File: src/rtl/ahss_pkg.sv
`timescale 1ns / 1ps
// ----------------------------------------------------------------------------
// ahss_pkg
// shared codes and widths for the arm homing and stall sequencer
// ----------------------------------------------------------------------------
package ahss_pkg;

  // field widths
  localparam int SAMPLE_W = 10;
  localparam int POS_W    = 32;
  localparam int TGT_W    = 16;
  localparam int DRIVE_W  = 8;
  localparam int TIMER_W  = 16;
  localparam int THR_W    = 10;
  localparam int CFG_IDX_W  = 3;
  localparam int CFG_DATA_W = 16;

  // arm mode codes
  localparam logic [1:0] MODE_INIT   = 2'd0;
  localparam logic [1:0] MODE_HOMING = 2'd1;
  localparam logic [1:0] MODE_IDLE   = 2'd2;
  localparam logic [1:0] MODE_TWITCH = 2'd3;

  // drive mode codes
  localparam logic [1:0] DRIVE_NONE     = 2'd0;
  localparam logic [1:0] DRIVE_FIXED    = 2'd1;
  localparam logic [1:0] DRIVE_REGULATE = 2'd2;

  // item kinds
  localparam logic OP_EDGE = 1'b0;
  localparam logic OP_TICK = 1'b1;

  // configuration register indexes
  localparam logic [CFG_IDX_W-1:0] REG_STALL_THRESHOLD = 3'd0;
  localparam logic [CFG_IDX_W-1:0] REG_HIGH_POSITION   = 3'd1;
  localparam logic [CFG_IDX_W-1:0] REG_LOW_POSITION    = 3'd2;
  localparam logic [CFG_IDX_W-1:0] REG_HOMING_DRIVE    = 3'd3;
  localparam logic [CFG_IDX_W-1:0] REG_INIT_WAIT_TICKS = 3'd4;
  localparam logic [CFG_IDX_W-1:0] REG_TWITCH_TICKS    = 3'd5;

  // register reset values
  localparam logic [THR_W-1:0]   RST_STALL_THRESHOLD = 10'd200;
  localparam logic [TGT_W-1:0]   RST_HIGH_POSITION   = 16'hFDA8;  // -600
  localparam logic [TGT_W-1:0]   RST_LOW_POSITION    = 16'hF128;  // -3800
  localparam logic [DRIVE_W-1:0] RST_HOMING_DRIVE    = 8'd180;
  localparam logic [TIMER_W-1:0] RST_INIT_WAIT_TICKS = 16'd100;
  localparam logic [TIMER_W-1:0] RST_TWITCH_TICKS    = 16'd300;

  localparam logic [TIMER_W-1:0] TIMER_MAX = 16'hFFFF;

endpackage

File: src/rtl/arm_homing_stall_sequencer.sv
`timescale 1ns / 1ps
// ----------------------------------------------------------------------------
// arm_homing_stall_sequencer
// encoder position counter, current window stall detector and arm mode
// sequencer (init wait, homing, idle, twitch up) that tells the regulator
// what to do on every tick
// ----------------------------------------------------------------------------
//
//  channel | direction | handshake          | payload
//  --------+-----------+--------------------+----------------------------------
//  input   | in        | in_valid/in_stall  | op, encoder_b, current_sample,
//          |           |                    | pressure_switch, top_switch
//  result  | out       | out_valid/out_stall| arm_mode, drive_mode, fixed_drive,
//          |           |                    | target_position, position,
//          |           |                    | stall_flag
//  config  | in        | cfg_valid/cfg_ready| cfg_index, cfg_data
//
//  one item per cycle while in_stall is low: state and the result register update on
//  the edge that takes the transfer, so the result shows in the next cycle
//  in_stall rises only while a result is held and the result side stalls
//  rst is synchronous and restores registers, position, mode, window and timer
//  cfg_ready is always high; writes land on the next edge
//
module arm_homing_stall_sequencer #(
  parameter int AVG_WINDOW = 100
) (
  input  logic                              clk,
  input  logic                              rst,
  // input channel
  input  logic                              in_valid,
  output logic                              in_stall,
  input  logic                              op,
  input  logic                              encoder_b,
  input  logic [ahss_pkg::SAMPLE_W-1:0]     current_sample,
  input  logic                              pressure_switch,
  input  logic                              top_switch,
  // result channel
  output logic                              out_valid,
  input  logic                              out_stall,
  output logic [1:0]                        arm_mode,
  output logic [1:0]                        drive_mode,
  output logic [ahss_pkg::DRIVE_W-1:0]      fixed_drive,
  output logic signed [ahss_pkg::TGT_W-1:0] target_position,
  output logic signed [ahss_pkg::POS_W-1:0] position,
  output logic                              stall_flag,
  // configuration channel
  input  logic                              cfg_valid,
  output logic                              cfg_ready,
  input  logic [ahss_pkg::CFG_IDX_W-1:0]    cfg_index,
  input  logic [ahss_pkg::CFG_DATA_W-1:0]   cfg_data
);
  import ahss_pkg::*;

  // window counter and sum widths; the sum never overflows for a full window
  localparam int CNT_W = (AVG_WINDOW > 1) ? $clog2(AVG_WINDOW) : 1;
  localparam int SUM_W = ((AVG_WINDOW > 1) ? $clog2(AVG_WINDOW) : 0) + SAMPLE_W;
  localparam logic [CNT_W-1:0] CNT_LAST = CNT_W'(AVG_WINDOW - 1);

  // configuration registers
  logic [THR_W-1:0]   stall_threshold;
  logic [TGT_W-1:0]   high_position;
  logic [TGT_W-1:0]   low_position;
  logic [DRIVE_W-1:0] homing_drive;
  logic [TIMER_W-1:0] init_wait_ticks;
  logic [TIMER_W-1:0] twitch_ticks;

  // block state
  logic [POS_W-1:0]   arm_position, arm_position_next;
  logic [1:0]         mode, mode_next;
  logic [CNT_W-1:0]   window_count, window_count_next;
  logic [SUM_W-1:0]   window_sum, window_sum_next;
  logic [TIMER_W-1:0] state_timer, state_timer_next;

  // result values for the accepted item
  logic [1:0]         drive_next;
  logic [DRIVE_W-1:0] fixed_next;
  logic [TGT_W-1:0]   target_next;
  logic               stall_next;

  logic               in_take;
  logic [SUM_W-1:0]   sum_acc;
  logic [SUM_W-1:0]   thr_scaled;
  logic [TIMER_W-1:0] timer_inc;

  assign cfg_ready = 1'b1;

  // hold off new items only while the result register is full and stuck
  assign in_stall = out_valid & out_stall;
  assign in_take  = in_valid & ~in_stall;

  // floor(sum / N) >= thr  is the same as  sum >= thr * N
  assign thr_scaled = SUM_W'(stall_threshold * AVG_WINDOW);
  assign sum_acc    = window_sum + SUM_W'(current_sample);
  assign timer_inc  = (state_timer == TIMER_MAX) ? TIMER_MAX : state_timer + 1'b1;

  always_comb begin
    arm_position_next = arm_position;
    mode_next         = mode;
    window_count_next = window_count;
    window_sum_next   = window_sum;
    state_timer_next  = state_timer;
    drive_next        = DRIVE_NONE;
    fixed_next        = '0;
    target_next       = '0;
    stall_next        = 1'b0;

    if (op == OP_EDGE) begin
      // encoder B picks the count direction
      if (encoder_b) begin
        arm_position_next = arm_position + 1'b1;
      end else begin
        arm_position_next = arm_position - 1'b1;
      end
    end else begin
      // current window
      if (window_count >= CNT_LAST) begin
        window_count_next = '0;
        window_sum_next   = '0;
        if (sum_acc >= thr_scaled) begin
          stall_next = 1'b1;
          mode_next  = MODE_IDLE;
        end
      end else begin
        window_count_next = window_count + 1'b1;
        window_sum_next   = sum_acc;
      end

      // pressure wins over a stall and restarts the twitch span
      if (pressure_switch) begin
        mode_next        = MODE_TWITCH;
        state_timer_next = '0;
      end

      // mode sequencer, timer steps from the stored value; the twitch case handles a clear by pressure
      case (mode_next)
        MODE_INIT: begin
          if (timer_inc >= init_wait_ticks) begin
            state_timer_next = '0;
            mode_next        = MODE_HOMING;
          end else begin
            state_timer_next = timer_inc;
          end
        end
        MODE_HOMING: begin
          drive_next = DRIVE_FIXED;
          fixed_next = homing_drive;
          if (top_switch) begin
            arm_position_next = '0;
            state_timer_next  = '0;
            mode_next         = MODE_IDLE;
          end
        end
        MODE_IDLE: begin
          drive_next  = DRIVE_REGULATE;
          target_next = low_position;
        end
        default: begin
          drive_next  = DRIVE_REGULATE;
          target_next = high_position;
          // pressed this tick means the timer was just cleared
          if (pressure_switch) begin
            if (TIMER_W'(1) >= twitch_ticks) begin
              state_timer_next = '0;
              mode_next        = MODE_IDLE;
            end else begin
              state_timer_next = TIMER_W'(1);
            end
          end else if (timer_inc >= twitch_ticks) begin
            state_timer_next = '0;
            mode_next        = MODE_IDLE;
          end else begin
            state_timer_next = timer_inc;
          end
        end
      endcase
    end
  end

  // only the twitch case needs the cleared-by-pressure timer; pressure never leaves
  // the mode at init, so timer_inc from the stored value is correct there

  // configuration writes
  always_ff @(posedge clk) begin
    if (rst) begin
      stall_threshold <= RST_STALL_THRESHOLD;
      high_position   <= RST_HIGH_POSITION;
      low_position    <= RST_LOW_POSITION;
      homing_drive    <= RST_HOMING_DRIVE;
      init_wait_ticks <= RST_INIT_WAIT_TICKS;
      twitch_ticks    <= RST_TWITCH_TICKS;
    end else if (cfg_valid && cfg_ready) begin
      case (cfg_index)
        REG_STALL_THRESHOLD: stall_threshold <= cfg_data[THR_W-1:0];
        REG_HIGH_POSITION:   high_position   <= cfg_data[TGT_W-1:0];
        REG_LOW_POSITION:    low_position    <= cfg_data[TGT_W-1:0];
        REG_HOMING_DRIVE:    homing_drive    <= cfg_data[DRIVE_W-1:0];
        REG_INIT_WAIT_TICKS: init_wait_ticks <= cfg_data[TIMER_W-1:0];
        REG_TWITCH_TICKS:    twitch_ticks    <= cfg_data[TIMER_W-1:0];
        default: begin
        end
      endcase
    end
  end

  // block state
  always_ff @(posedge clk) begin
    if (rst) begin
      arm_position <= '0;
      mode         <= MODE_INIT;
      window_count <= '0;
      window_sum   <= '0;
      state_timer  <= '0;
    end else if (in_take) begin
      arm_position <= arm_position_next;
      mode         <= mode_next;
      window_count <= window_count_next;
      window_sum   <= window_sum_next;
      state_timer  <= state_timer_next;
    end
  end

  // result register valid
  always_ff @(posedge clk) begin
    if (rst) begin
      out_valid <= 1'b0;
    end else if (in_take) begin
      out_valid <= 1'b1;
    end else if (!out_stall) begin
      out_valid <= 1'b0;
    end
  end

  // result payload
  always_ff @(posedge clk) begin
    if (in_take) begin
      arm_mode        <= mode_next;
      drive_mode      <= drive_next;
      fixed_drive     <= fixed_next;
      target_position <= target_next;
      position        <= arm_position_next;
      stall_flag      <= stall_next;
    end
  end

endmodule
File: config.mk
export PLATFORM = sky130hd
export DESIGN_NAME = arm_homing_stall_sequencer
export DESIGN_NICKNAME = d
export VERILOG_FILES = /design/src/rtl/ahss_pkg.sv /design/src/rtl/arm_homing_stall_sequencer.sv
export SDC_FILE = /design/constraint.sdc
export NUM_CORES = 1
export LEC_CHECK = 0
export ABC_AREA = 1
export BUFFER_PORTS_ARGS = -buffer_cell sky130_fd_sc_hd__buf_2
export CAP_MARGIN = 20
export CORE_ASPECT_RATIO = 1.2
export CORE_MARGIN = 2
export CORE_UTILIZATION = 47
export CTS_CLUSTER_SIZE = 12
export DETAILED_ROUTE_END_ITERATION = 12
export HOLD_SLACK_MARGIN = 0.05
export PLACE_DENSITY_LB_ADDON = 0.2
export SLEW_MARGIN = 5
export SYNTH_ARGS = -nofsm -noshare
export SYNTH_HDL_FRONTEND = slang
export SYNTH_SLANG_ARGS = --single-unit
File: constraint.sdc
create_clock -name clk -period 4.2 [get_ports clk]
set_input_delay 0.84 -clock clk [delete_from_list [all_inputs] [get_ports clk]]
set_output_delay 0.84 -clock clk [all_outputs]
set_load 0.01 [all_outputs]
# Yosys cells after proc, flatten, opt, wreduce, memory -nomap -nowiden
# Cells that the tools add are included.
# Widths: inputs -> output; s select.
totals:
  ff_bits: 218
  word_cells: 83
op_classes:
  multipliers: 1
  n_reduce_logical: 12
  order_cmp: 5
  add_sub_neg: 5
  bitwise_logic: 3
  muxes: 30
  n_eq_ne: 9
op_table:
  columns: ["cell", "n"]
  rows:
  - ["$mux 32", 4]
  - ["$mux 16", 6]
  - ["$pmux 16 s3", 1]
  - ["$add 32x1->32 const B", 1]
  - ["$ge 16x16->1", 2]
  - ["$pmux 16 s2", 1]
  - ["$sub 32x1->32 const B", 1]
  - ["$mux 2", 10]
  - ["$reduce_and 2->1", 9]
  - ["$add 17x10->17", 1]
  - ["$ge 17x17->1", 1]
  - ["$mux 17", 1]
  - ["$add 16x1->16 const B", 1]
  - ["$eq 16x16->1 const B", 1]
  - ["$ge 1x16->1 const A", 1]
  - ["$mul 10x5->15 const B", 1]
  - ["$add 7x1->7 const B", 1]
  - ["$ge 7x7->1 const B", 1]
  - ["$mux 7", 1]
  - ["$eq 3x2->1 const B", 2]
  - ["$eq 3x3->1 const B", 2]
  - ["$pmux 2 s3", 1]
  - ["$mux 1", 4]
  - ["$pmux 2 s2", 1]
  - ["other kinds (9)", 10]

# Longest topological paths before layout
# Gate-level depths: netlist (run 1).
logic_depth:
  ltp_word: 10
  ltp_mapped: 31
  mapped_depth_nobuf: 30

# Worst setup path after synthesis (run 1)
# No wires, ideal clock.
synth_path:
  path_kind: "reg2reg"
  from: "register stall_threshold[4]"
  to: "register arm_mode[0] (data pin)"
  t_required_ns: 3.933
  path_stages_with_launch: 30
  setup_ns: 0.267
  t_arrival_ns: 4.189
  period_less_slack_ns: 4.456
  slack_ns: -0.256
  cell_sequence: "dfxtp_1 > ha_1 > ha_1 > inv_1 > fa_1 > inv_1 > ha_1 > a21oi_1 > o21ai_0 > a21oi_1 > nor2_1 > o21ai_0 > nand2_1 > a21oi_1 > o21ai_0 > xnor2_1 > ha_1 > nand4_1 > a21oi_1 > nor2_1 > nand2_2 > nand2_4 > nand3_4 > nor2_2 > nand2_1 > buf_2 > o211ai_1 > nand2_1 > nand2_1 > o21ai_0"
synth_via:
  elab_chain_len: 10
synth_rtl:
  columns: ["item", "line", "rtl"]
  rows:
  - ["from (decl)", "arm_homing_stall_sequencer.sv:60", "logic [THR_W-1:0] stall_threshold;"]
  - ["from (signal assigned)", "arm_homing_stall_sequencer.sv:193", "REG_STALL_THRESHOLD: stall_threshold <= cfg_data[THR_W-1:0];"]
  - ["$mul 10x5->15 *", "arm_homing_stall_sequencer.sv:92", "assign thr_scaled = SUM_W'(stall_threshold * AVG_WINDOW);"]
  - ["$ge 17x17->1 *", "arm_homing_stall_sequencer.sv:119", "if (sum_acc >= thr_scaled) begin"]
  - ["$mux 2 *", "arm_homing_stall_sequencer.sv:119", null]
  - ["$mux 2 *", "arm_homing_stall_sequencer.sv:116", "if (window_count >= CNT_LAST) begin"]
  - ["$mux 2 *", "arm_homing_stall_sequencer.sv:129", "if (pressure_switch) begin"]
  - ["$mux 2 *", "arm_homing_stall_sequencer.sv:107", "if (op == OP_EDGE) begin"]
  - ["$mux 2, on equally long branches", "arm_homing_stall_sequencer.sv:168, arm_homing_stall_sequencer.sv:162", null]
  - ["$mux 2", "arm_homing_stall_sequencer.sv:161", "if (pressure_switch) begin"]
  - ["$pmux 2 s3 *", "arm_homing_stall_sequencer.sv:135", "case (mode_next)"]
  - ["$mux 2 *", "arm_homing_stall_sequencer.sv:107", null]
  - ["via mode_next[0]", "arm_homing_stall_sequencer.sv:69", "logic [1:0] mode, mode_next;"]
  - ["to (signal assigned)", "arm_homing_stall_sequencer.sv:236", "arm_mode <= mode_next;"]
  - ["to (decl)", "arm_homing_stall_sequencer.sv:40", "output logic [1:0] arm_mode,"]
# Mark *: on every way through the listed nets, which the timed path passes. The rest lies on a longest branch. The select of a mux whose other input is x is not followed.
# A chain may end at the register's enable or synchronous reset.

# Final worst setup path (run 1)
layout_path:
  from: "register stall_threshold[5]"
  to: "register state_timer[12]"
layout_via:
  elab_chain_len: 8
layout_rtl:
  columns: ["item", "line", "rtl"]
  rows:
  - ["$mul 10x5->15 *", "arm_homing_stall_sequencer.sv:92", null]
  - ["$ge 17x17->1 *", "arm_homing_stall_sequencer.sv:119", null]
  - ["$mux 2 *", "arm_homing_stall_sequencer.sv:119", null]
  - ["$mux 2 *", "arm_homing_stall_sequencer.sv:116", null]
  - ["$mux 2 *", "arm_homing_stall_sequencer.sv:129", null]
  - ["$mux 2 *", "arm_homing_stall_sequencer.sv:107", null]
  - ["$eq 2x2->1, or another cell as far along", "arm_homing_stall_sequencer.sv:135", null]
  - ["$pmux 16 s3 *", "arm_homing_stall_sequencer.sv:135", null]
  - ["to (signal assigned)", "arm_homing_stall_sequencer.sv:218", "state_timer <= state_timer_next;"]
  - ["to (decl)", "arm_homing_stall_sequencer.sv:72", "logic [TIMER_W-1:0] state_timer, state_timer_next;"]
# Mark *: on every way between the ends. The rest lies on a longest branch, timed or not. The select of a mux whose other input is x is not followed.

==> results of run 1 <==
-- kinds of logic after synthesis --
logic type | share of synthesized area (%)
buffers and inverters | 8.130
AO/OA/AOI/OAI | 15.77
adder cells (fa/ha/maj) | 12.58
AND/OR/NAND/NOR | 24.36
flip-flops | 36.99
other | 0.02788
XOR/XNOR | 2.149
-- routing by layer --
metal  global-route usage [%]  share of wire (%)  vias up
met5                        0              0.037        -
met4                    8.801                3.4        2
met3                    2.976                4.5       78
met2                    42.32                 51      272
met1                    27.99                 41     5721
li1                         -                  -     6376
-- cell type report --
class	instances	area share, %
repair buffers	183	7.907
multi-input cells	1325	48.55
clock buffers	37	4.073
inverters	228	5.387
clock inverters	7	0.3092
well taps	379	2.929
flip-flops and latches	218	30.84
-- report_power, final --
group	internal [mW]	leakage, nW	switching (mW)	total (mW)
sequential	2.31	1.90	0.0785	2.39
clock	1.08	0.346	0.852	1.94
combinational	0.528	5.41	0.835	1.36
-- cell usage in the layout, fill, tap and decap left out, types with 32 or more instances in the layout --
cell type and count:
a21oi_1 149, buf_2 100, buf_4 66, dfxtp_1 151, edfxtp_1 61, ha_1 112, inv_1 206, nand2_1 306
nand2_2 32, nand3_1 110, nor2_1 224, o21ai_0 122, o21ai_1 32
-- per-stage QoR --
stage | total power, mW | cell area (um2) | worst slack, ps
global placement | 3.677 | 14940 | -264.0
CTS | 5.676 | 15850 | -222.5
global route | 6.010 | 16190 | -566.5
floorplan | 3.284 | 13600 | -23.62
finish | 5.684 | 16190 | -298.9
detailed placement | 3.708 | 14940 | -353.1
-- state kept, by name (all words and copies together), names as in the netlist --
name / cells
arm_mode: 2
arm_position: 32
drive_mode: 2
fixed_drive: 8
high_position: 16
homing_drive: 8
init_wait_ticks: 16
low_position: 16
mode: 2
out_valid: 1
position: 32
stall_flag: 1
stall_threshold: 10
state_timer: 16
target_position: 16
twitch_ticks: 16
window_count: 7
window_sum: 17
-- worst paths after layout --
path,start,endpoint,slack [ps],depth (start not counted)
max reg2reg,stall_threshold[5],state_timer[12],-300,30
min,high_position[7],high_position[7],460,2
max,stall_threshold[5],state_timer[12],-300,30
min reg2reg,high_position[7],high_position[7],460,2
-- worst max-delay path: cells and delay by family (launching register included) --
family	cells	cell delay, ps
AO/OA/AOI/OAI	8	990
XOR/XNOR	1	200
adder cells (fa/ha/maj)	5	1510
buffers and inverters	4	370
flip-flops	1	370
AND/OR/NAND/NOR	12	990
-- timing repair --
item,CTS,global route
gates resized for setup,43,73
cloned,0,3
pin swaps,17,25
setup buffers,8,4
endpoints found under the setup margin,109,111
==> results.toml, run 1 <==
[worst_setup_path]
worst-path-max-fanout = 7
crit_path_end_kind = "register"
start_kind = "register"
crit_type = "register to register"
arrival_ps = 4960
crit_top_cell = "nor2_1"
required_ps = 4660
max_stage_delay_ps = 490
crit_slowest_cell = "fa_1"

[yosys]
yosysSeqAreaShare_pct = 36.99
synth.area.top_cells = "dfxtp_1, edfxtp_1, ha_1"
syn-cell-area_um2 = 13450
synth_area_leader_cell = "dfxtp_1"
synth_cell_type_count = 49
avgSynthCellArea_um2 = 7.358
synth_edf_count = 61
synthCells = 1828
synth_nets = 1997
async_reset_ff_share_pct = 0
yosys-top-cells-count = "nand2_1, nor2_1, inv_1"
synth.most_common_cell = "nand2_1"
synth_warnings = 0
synth-main-ff-cell = "dfxtp_1"
ys_ff_latch = 218
synth_top_area_share_pct = 23.37

[detailed_routing]
drtPass1Iterations = 5
route.detailed.drc = 0
drt_first_iter_violations = 787
routedWlPerCell_um = 14.96
drtAntennaViolNets = 0
drt-total-wl_mm = 35.56
vias = 12449
avgViaCountPerCell = 5.237

[clock_tree]
clk_latency_ps = 540
cts_tree = "yes"
clkTransAtPathRegs_ps = 60
root_buffer = "clkbuf_16"
cts_max_level = 1
cts.hold.buffers_added = 0
cts_inserted_buffers = 24
clk_path_buf_depth = 3
cts.sinks = 218

[sta]
fmax_mhz = 222.3
worstMarginPinSlew_ps = 832.6
setup_viol = 109
finalWorstSetupSlack_ps = -298.9
hold_viol = 0
fin_crit_sh_pct = 107.1
skew_ps = 21.72
hold_slack_ps = 455.4
rsz0062_at_grt = "true"
drv_slew = 0
min_period_ps = 4499
slew_headroom_pct = 44.43
final.setup.tns_ps = -25350

[floorplanning]
die_x_um = 158.4
io_pins = 102
rows = 67
start_util_pct = 47.89
die_h_um = 189.3
dieArea_um2 = 29990
coreArea_um2 = 28080

[layout]
fillers = 2609
stdcell_count = 2377
seqCellArea_um2 = 4992
post-route-util_pct = 57.64
diodes = 0
final_nets = 2149
multi_input_area_um2 = 7860
drive_above_1_share_pct = 17.97
areaGrowthSynthToFinish_pct = 20.35

[global_routing]
grt_pass1_vias = 11902
grt_pass1_wl_mm = 57.46
grt_max_degree = 60
grt_overflow_total = 0
grt.total_usage_pct = 23.40
antenna_found_initial = 1

[placement]
dp_cells = 2322
gp_congestion = 0.9394
portBuffers = 100
place_hpwl_mm = 25.55

[run_status]
outcome = "complete, but fails checks"
violations = "negative setup slack"

[power_and_ir_drop]
p_leak_nw = 7.649
ir_drop_mv = 0.3290
p_per_area_nw_per_um2 = 351.2

[hold_path]
min_path_type = "register to register"

[flow_run]
cap_violations = 0
(Power assumes the default switching activity.)
==> run 2, diff against run 1 <==
--- a/config.mk
+++ b/config.mk
@@ -13,8 +13,9 @@
 export CORE_UTILIZATION = 47
 export CTS_CLUSTER_SIZE = 12
 export DETAILED_ROUTE_END_ITERATION = 12
+export GPL_ROUTABILITY_DRIVEN = 0
 export HOLD_SLACK_MARGIN = 0.05
-export PLACE_DENSITY_LB_ADDON = 0.2
+export PLACE_DENSITY = 0.65
 export SLEW_MARGIN = 5
 export SYNTH_ARGS = -nofsm -noshare
 export SYNTH_HDL_FRONTEND = slang
==> run 2 against run 1 <==
The run still ends with negative setup slack left; worst setup slack gained 96 ps; fmax grew 2.2%; utilization shrank 0.32 points; largest cell class unchanged.
==> results.toml, run 2 (synthesis gave the netlist of run 1 again) <==
[clock_tree]
cts.hold.buffers_added = 0
cts_max_level = 1
cts_tree = "yes"
cts.sinks = 218
clkTransAtPathRegs_ps = 60
clk_path_buf_depth = 3
clk_latency_ps = 540
cts_inserted_buffers = 25
root_buffer = "clkbuf_16"

[power_and_ir_drop]
totalPowerFinal_mw = 5.911
ir_drop_mv = 0.2695
p_per_area_nw_per_um2 = 367.2
p_leak_nw = 7.626

[layout]
drive_above_1_share_pct = 16.57
seqCellArea_um2 = 4989
areaGrowthSynthToFinish_pct = 19.69
final_common_cell = "nand2_1"
fin_area_um2 = 16100
multi_input_area_um2 = 7697
reg_top3 = "arm_position (32), position (32), window_sum (17)"
final_cell_mix = "nand2_1, nor2_1, inv_1, dfxtp_1, a21oi_1"
diodes = 0
post-route-util_pct = 57.33
final_nets = 2148
fillers = 2580

[floorplanning]
die_x_um = 158.4
dieArea_um2 = 29990
coreArea_um2 = 28080
io_pins = 102
die_h_um = 189.3
start_util_pct = 47.89
rows = 67

[hold_path]
hp-start = "high_position[10]"
hold_depth = 2
min_path_type = "register to register"
holdPathEnd = "high_position[10]"

[run_status]
outcome = "complete, but fails checks"
violations = "negative setup slack"

[sta]
hold_viol = 0
setup_viol = 107
min_period_ps = 4403
drv_slew = 0
finalWorstSetupSlack_ps = -203.3
worstMarginPinSlew_ps = 817.2
fmax_mhz = 227.1
rsz0062_at_grt = "true"
slew_headroom_pct = 45.46
fin_crit_sh_pct = 104.8
skew_ps = 12.77

[placement]
portBuffers = 100
place_hpwl_mm = 25.28
placed_area_um2 = 14980

[flow_run]
cap_violations = 0

[detailed_routing]
avgViaCountPerCell = 5.216
drtPass1Iterations = 5
vias = 12398
drtAntennaViolNets = 0
drt_first_iter_violations = 718
route.detailed.drc = 0
drt-total-wl_mm = 34.68
routedWlPerCell_um = 14.59

[global_routing]
grt_max_degree = 60
grt.total_usage_pct = 22.83
grt_overflow_total = 0
grt_pass1_wl_mm = 55.89
antenna_found_initial = 0
grt_pass1_vias = 11541

[worst_setup_path]
crit_type = "register to register"
required_ps = 4630
crit_path_end_kind = "register"
r2r-start = "stall_threshold[3]"
arrival_ps = 4830
max_stage_delay_ps = 540
crit_slowest_cell = "fa_1"
reg2regPathDepth = 30
r2r_slack_ps = -200
start_kind = "register"
reg2reg_to = "state_timer[2]"
worst-path-max-fanout = 15
## run 2: what timing repair did
action                                 4_1_cts  5_1_grt
setup endpoints to repair                  108      110
pin swaps                                   22       16
endpoints found under the hold margin        0        0
gates resized for setup                     29       36
setup buffers                                6        3
cloned                                       0        1
## run 2: layer usage
layer  wire length (um)  global-route usage (%)
met2              17270                   40.77
met4               1341                   9.148
met1              14620                   27.71
met3               1442                   2.632
met5                  0                       0
## run 2: worst max path at each step
stage	from	end	slack [ps]	depth (start not counted)
after floorplan	stall_threshold[5]	arm_mode[0]	-20	29
after global routing	stall_threshold[5]	state_timer[13]	-510	32
after CTS	stall_threshold[5]	state_timer[2]	-200	31
after global placement	stall_threshold[1]	arm_mode[0]	-280	28
after detailed placement	stall_threshold[1]	arm_mode[0]	-330	28
final	stall_threshold[3]	state_timer[2]	-200	30
## run 2: where the power goes
| part | switching [mW] | internal [mW] |
|---|---|---|
| Combinational | 0.814 | 0.512 |
| Clock | 0.900 | 1.30 |
| Sequential | 0.0746 | 2.31 |
| Total | 1.79 | 4.12 |
## run 2: through the flow
stage               std cells  hold slack (ps)  setup slack (ps)  setup TNS (ps)
floorplan                1828            429.2            -23.62          -23.62
global placement         2324            438.4            -283.1          -23880
detailed placement       2324            443.2            -334.8          -28920
CTS                      2374            456.1            -196.0          -13850
global route             2377            479.5            -506.7          -46610
finish                   2377            456.8            -203.3          -14060
## run 2: area by class of cell
cell class	count	area share (%)
well taps	379	2.946
repair buffers	181	7.686
flip-flops and latches	218	30.99
clock inverters	10	0.7616
multi-input cells	1325	47.81
inverters	228	5.417
clock buffers	36	4.391
## run 2: critical path: cells and delay by family (launching register included)
kind            cells  cell delay [ps]
compound gates      8              810
xor+xnor            1              130
fa+ha+maj           5             1550
buf+inv             3              320
flops               1              370
simple gates       13             1120
==> run 3, diff against run 2 <==
--- a/config.mk
+++ b/config.mk
@@ -13,9 +13,9 @@
 export CORE_UTILIZATION = 47
 export CTS_CLUSTER_SIZE = 12
 export DETAILED_ROUTE_END_ITERATION = 12
-export GPL_ROUTABILITY_DRIVEN = 0
 export HOLD_SLACK_MARGIN = 0.05
 export PLACE_DENSITY = 0.65
+export SETUP_SLACK_MARGIN = 0.5
 export SLEW_MARGIN = 5
 export SYNTH_ARGS = -nofsm -noshare
 export SYNTH_HDL_FRONTEND = slang
==> run 3 against run 2 <==
Utilization is 0.25 points higher; sequential share of layout area is 0.13 points lower; the run still ends with negative setup slack left; clock skew is 10 ps higher; sequential power hardly changed; via count is 0.20% lower; total power is 2.6% lower; highest routed layer unchanged; combinational power hardly changed; cell count is 0.21% lower; fmax is 2.2% lower; largest power group unchanged; die area stayed put.
==> results.toml, run 3 (synthesis gave the netlist of run 1 again) <==
[sta]
finalWorstSetupSlack_ps = -302.6
slew_headroom_pct = 46.50
skew_ps = 22.86
hold_viol = 0
fmax_mhz = 222.1
worstMarginPinSlew_ps = 801.6
hold_slack_ps = 457.5
rsz0062_at_grt = "true"
min_period_ps = 4503
drv_slew = 0
fin_crit_sh_pct = 107.2
setup_viol = 110

[power_and_ir_drop]
totalPowerFinal_mw = 5.759
p_clk_share_pct = 35.0
p_leak_nw = 7.628
power.switching_mw = 1.778
ir_drop_mv = 0.3405
pwr-share-seq_pct = 41.4
switching_share_pct = 30.87
p_int_mw = 3.981
combPwrFrac_pct = 23.6
p_per_area_nw_per_um2 = 356.2

[floorplanning]
die_x_um = 158.4
io_pins = 102
dieArea_um2 = 29990
start_util_pct = 47.89
rows = 67
die_h_um = 189.3
coreArea_um2 = 28080

[worst_setup_path]
crit_type = "register to register"
r2r_slack_ps = -300
reg2reg_to = "state_timer[9]"
arrival_ps = 4970
crit_top_cell = "nand2_1"
worst-path-max-fanout = 7
max_stage_delay_ps = 490
required_ps = 4660
r2r-start = "stall_threshold[5]"
reg2regPathDepth = 30
crit_path_end_kind = "register"
crit_slowest_cell = "fa_1"
start_kind = "register"

[detailed_routing]
route.detailed.drc = 0
drtPass1Iterations = 5
avgViaCountPerCell = 5.216
drt_first_iter_violations = 669
drtAntennaViolNets = 0
drt-total-wl_mm = 35.58
routedWlPerCell_um = 15.00
vias = 12373

[layout]
final_nets = 2144
seqCellArea_um2 = 4989
fin_area_um2 = 16170
reg_top3 = "arm_position (32), position (32), window_sum (17)"
final_cell_mix = "nand2_1, nor2_1, inv_1, dfxtp_1, a21oi_1"
fillers = 2648
drive_above_1_share_pct = 18.32
multi_input_area_um2 = 7863
final_common_cell = "nand2_1"
areaGrowthSynthToFinish_pct = 20.21

[clock_tree]
root_buffer = "clkbuf_16"
cts_inserted_buffers = 24
cts_tree = "yes"
clk_latency_ps = 540
clkTransAtPathRegs_ps = 60
cts_max_level = 1
clk_path_buf_depth = 3
cts.sinks = 218

[hold_path]
min_path_type = "register to register"
holdPathEnd = "high_position[3]"
hp-start = "high_position[3]"
hold_depth = 2

[global_routing]
antenna_found_initial = 1
grt_overflow_total = 0
grt.total_usage_pct = 23.59
grt_max_degree = 60
grt_pass1_wl_mm = 57.79
grt_pass1_vias = 11963

[placement]
gp_congestion = 0.9582
placed_area_um2 = 14920
place_hpwl_mm = 25.59
portBuffers = 100

[run_status]
outcome = "complete, but fails checks"
violations = "negative setup slack"

[flow_run]
cap_violations = 0
[run 3: cell count changes in the layout (fill, tap and decap cells not counted), sizes merged]
| cell | delta |
|---|---|
| bufinv | -1 |
| clkinv | +3 |
| buf | -3 |
| clkbuf | -3 |
| diode | +1 |
| inv | -2 |
[run 3: what timing repair did]
action	CTS	global route
hold buffers	0	0
setup endpoints to repair	111	111
resized for setup	18	94
cloned	0	1
pin swaps	2	47
setup buffers	4	7
[run 3: cell type report]
class	count	share of cell area [%]
Clock inverter	10	0.5339
Inverter	228	5.386
Tap cell	379	2.933
Antenna cell	1	0.01548
Multi-Input combinational cell	1325	48.63
Timing Repair Buffer	178	7.607
Clock buffer	33	4.047
Sequential cell	218	30.85
[run 3: worst max-delay path by stage]
stage	cells after the start	endpoint	start	slack, ps
floorplan	29	arm_mode[0]	stall_threshold[5]	-20
global placement	29	target_position[12]	stall_threshold[5]	-250
detailed placement	27	target_position[13]	stall_threshold[1]	-300
CTS	32	state_timer[7]	stall_threshold[4]	-240
global route	29	arm_position[27]	stall_threshold[3]	-620
finish	30	state_timer[9]	stall_threshold[5]	-300
[run 3: critical path: cells and delay by family, from the launching register on]
family / cells / cell delay [ps]
xor gates and xnor gates: 1 / 150
and+or+nand+nor: 13 / 1060
AOI/OAI and AO/OA: 5 / 630
DFF: 1 / 360
buffers and inverters: 6 / 580
adders and majority gates: 5 / 1650
[run 3: power groups by stage]
stage                     registers [mW]  clock network, mW  logic (mW)
after floorplan                     2.44                  0       0.846
after global placement              2.42                  0        1.26
after detailed placement            2.43                  0        1.28
after CTS                           2.38               2.06        1.30
after global routing                2.40               2.14        1.53
final                               2.38               2.02        1.36
[run 3: routing by layer]
| layer | part of all wire (%) | wire length [um] | vias up | global-route usage [%] |
|---|---|---|---|---|
| li1 | - | - | 6361 | - |
| met1 | 42 | 15010 | 5746 | 27.88 |
| met2 | 52 | 18390 | 201 | 43.83 |
| met3 | 3.0 | 1082 | 65 | 2.564 |
| met4 | 3.1 | 1093 | 0 | 7.935 |
| met5 | 0 | 0 | - | 0 |
[run 3: through the flow]
stage / util, % / TNS, ps / cells / worst slack (ps)
3_5_place_dp: 53.14 / -24170 / 2316 / -302.3
5_1_grt: 57.58 / -59800 / 2372 / -617.9
6_report: 57.58 / -26310 / 2372 / -302.6
4_1_cts: 56.12 / -20150 / 2363 / -240.9
3_3_place_gp: 53.14 / -18990 / 2316 / -249.4
2_1_floorplan: - / -22.13 / 1828 / -22.13
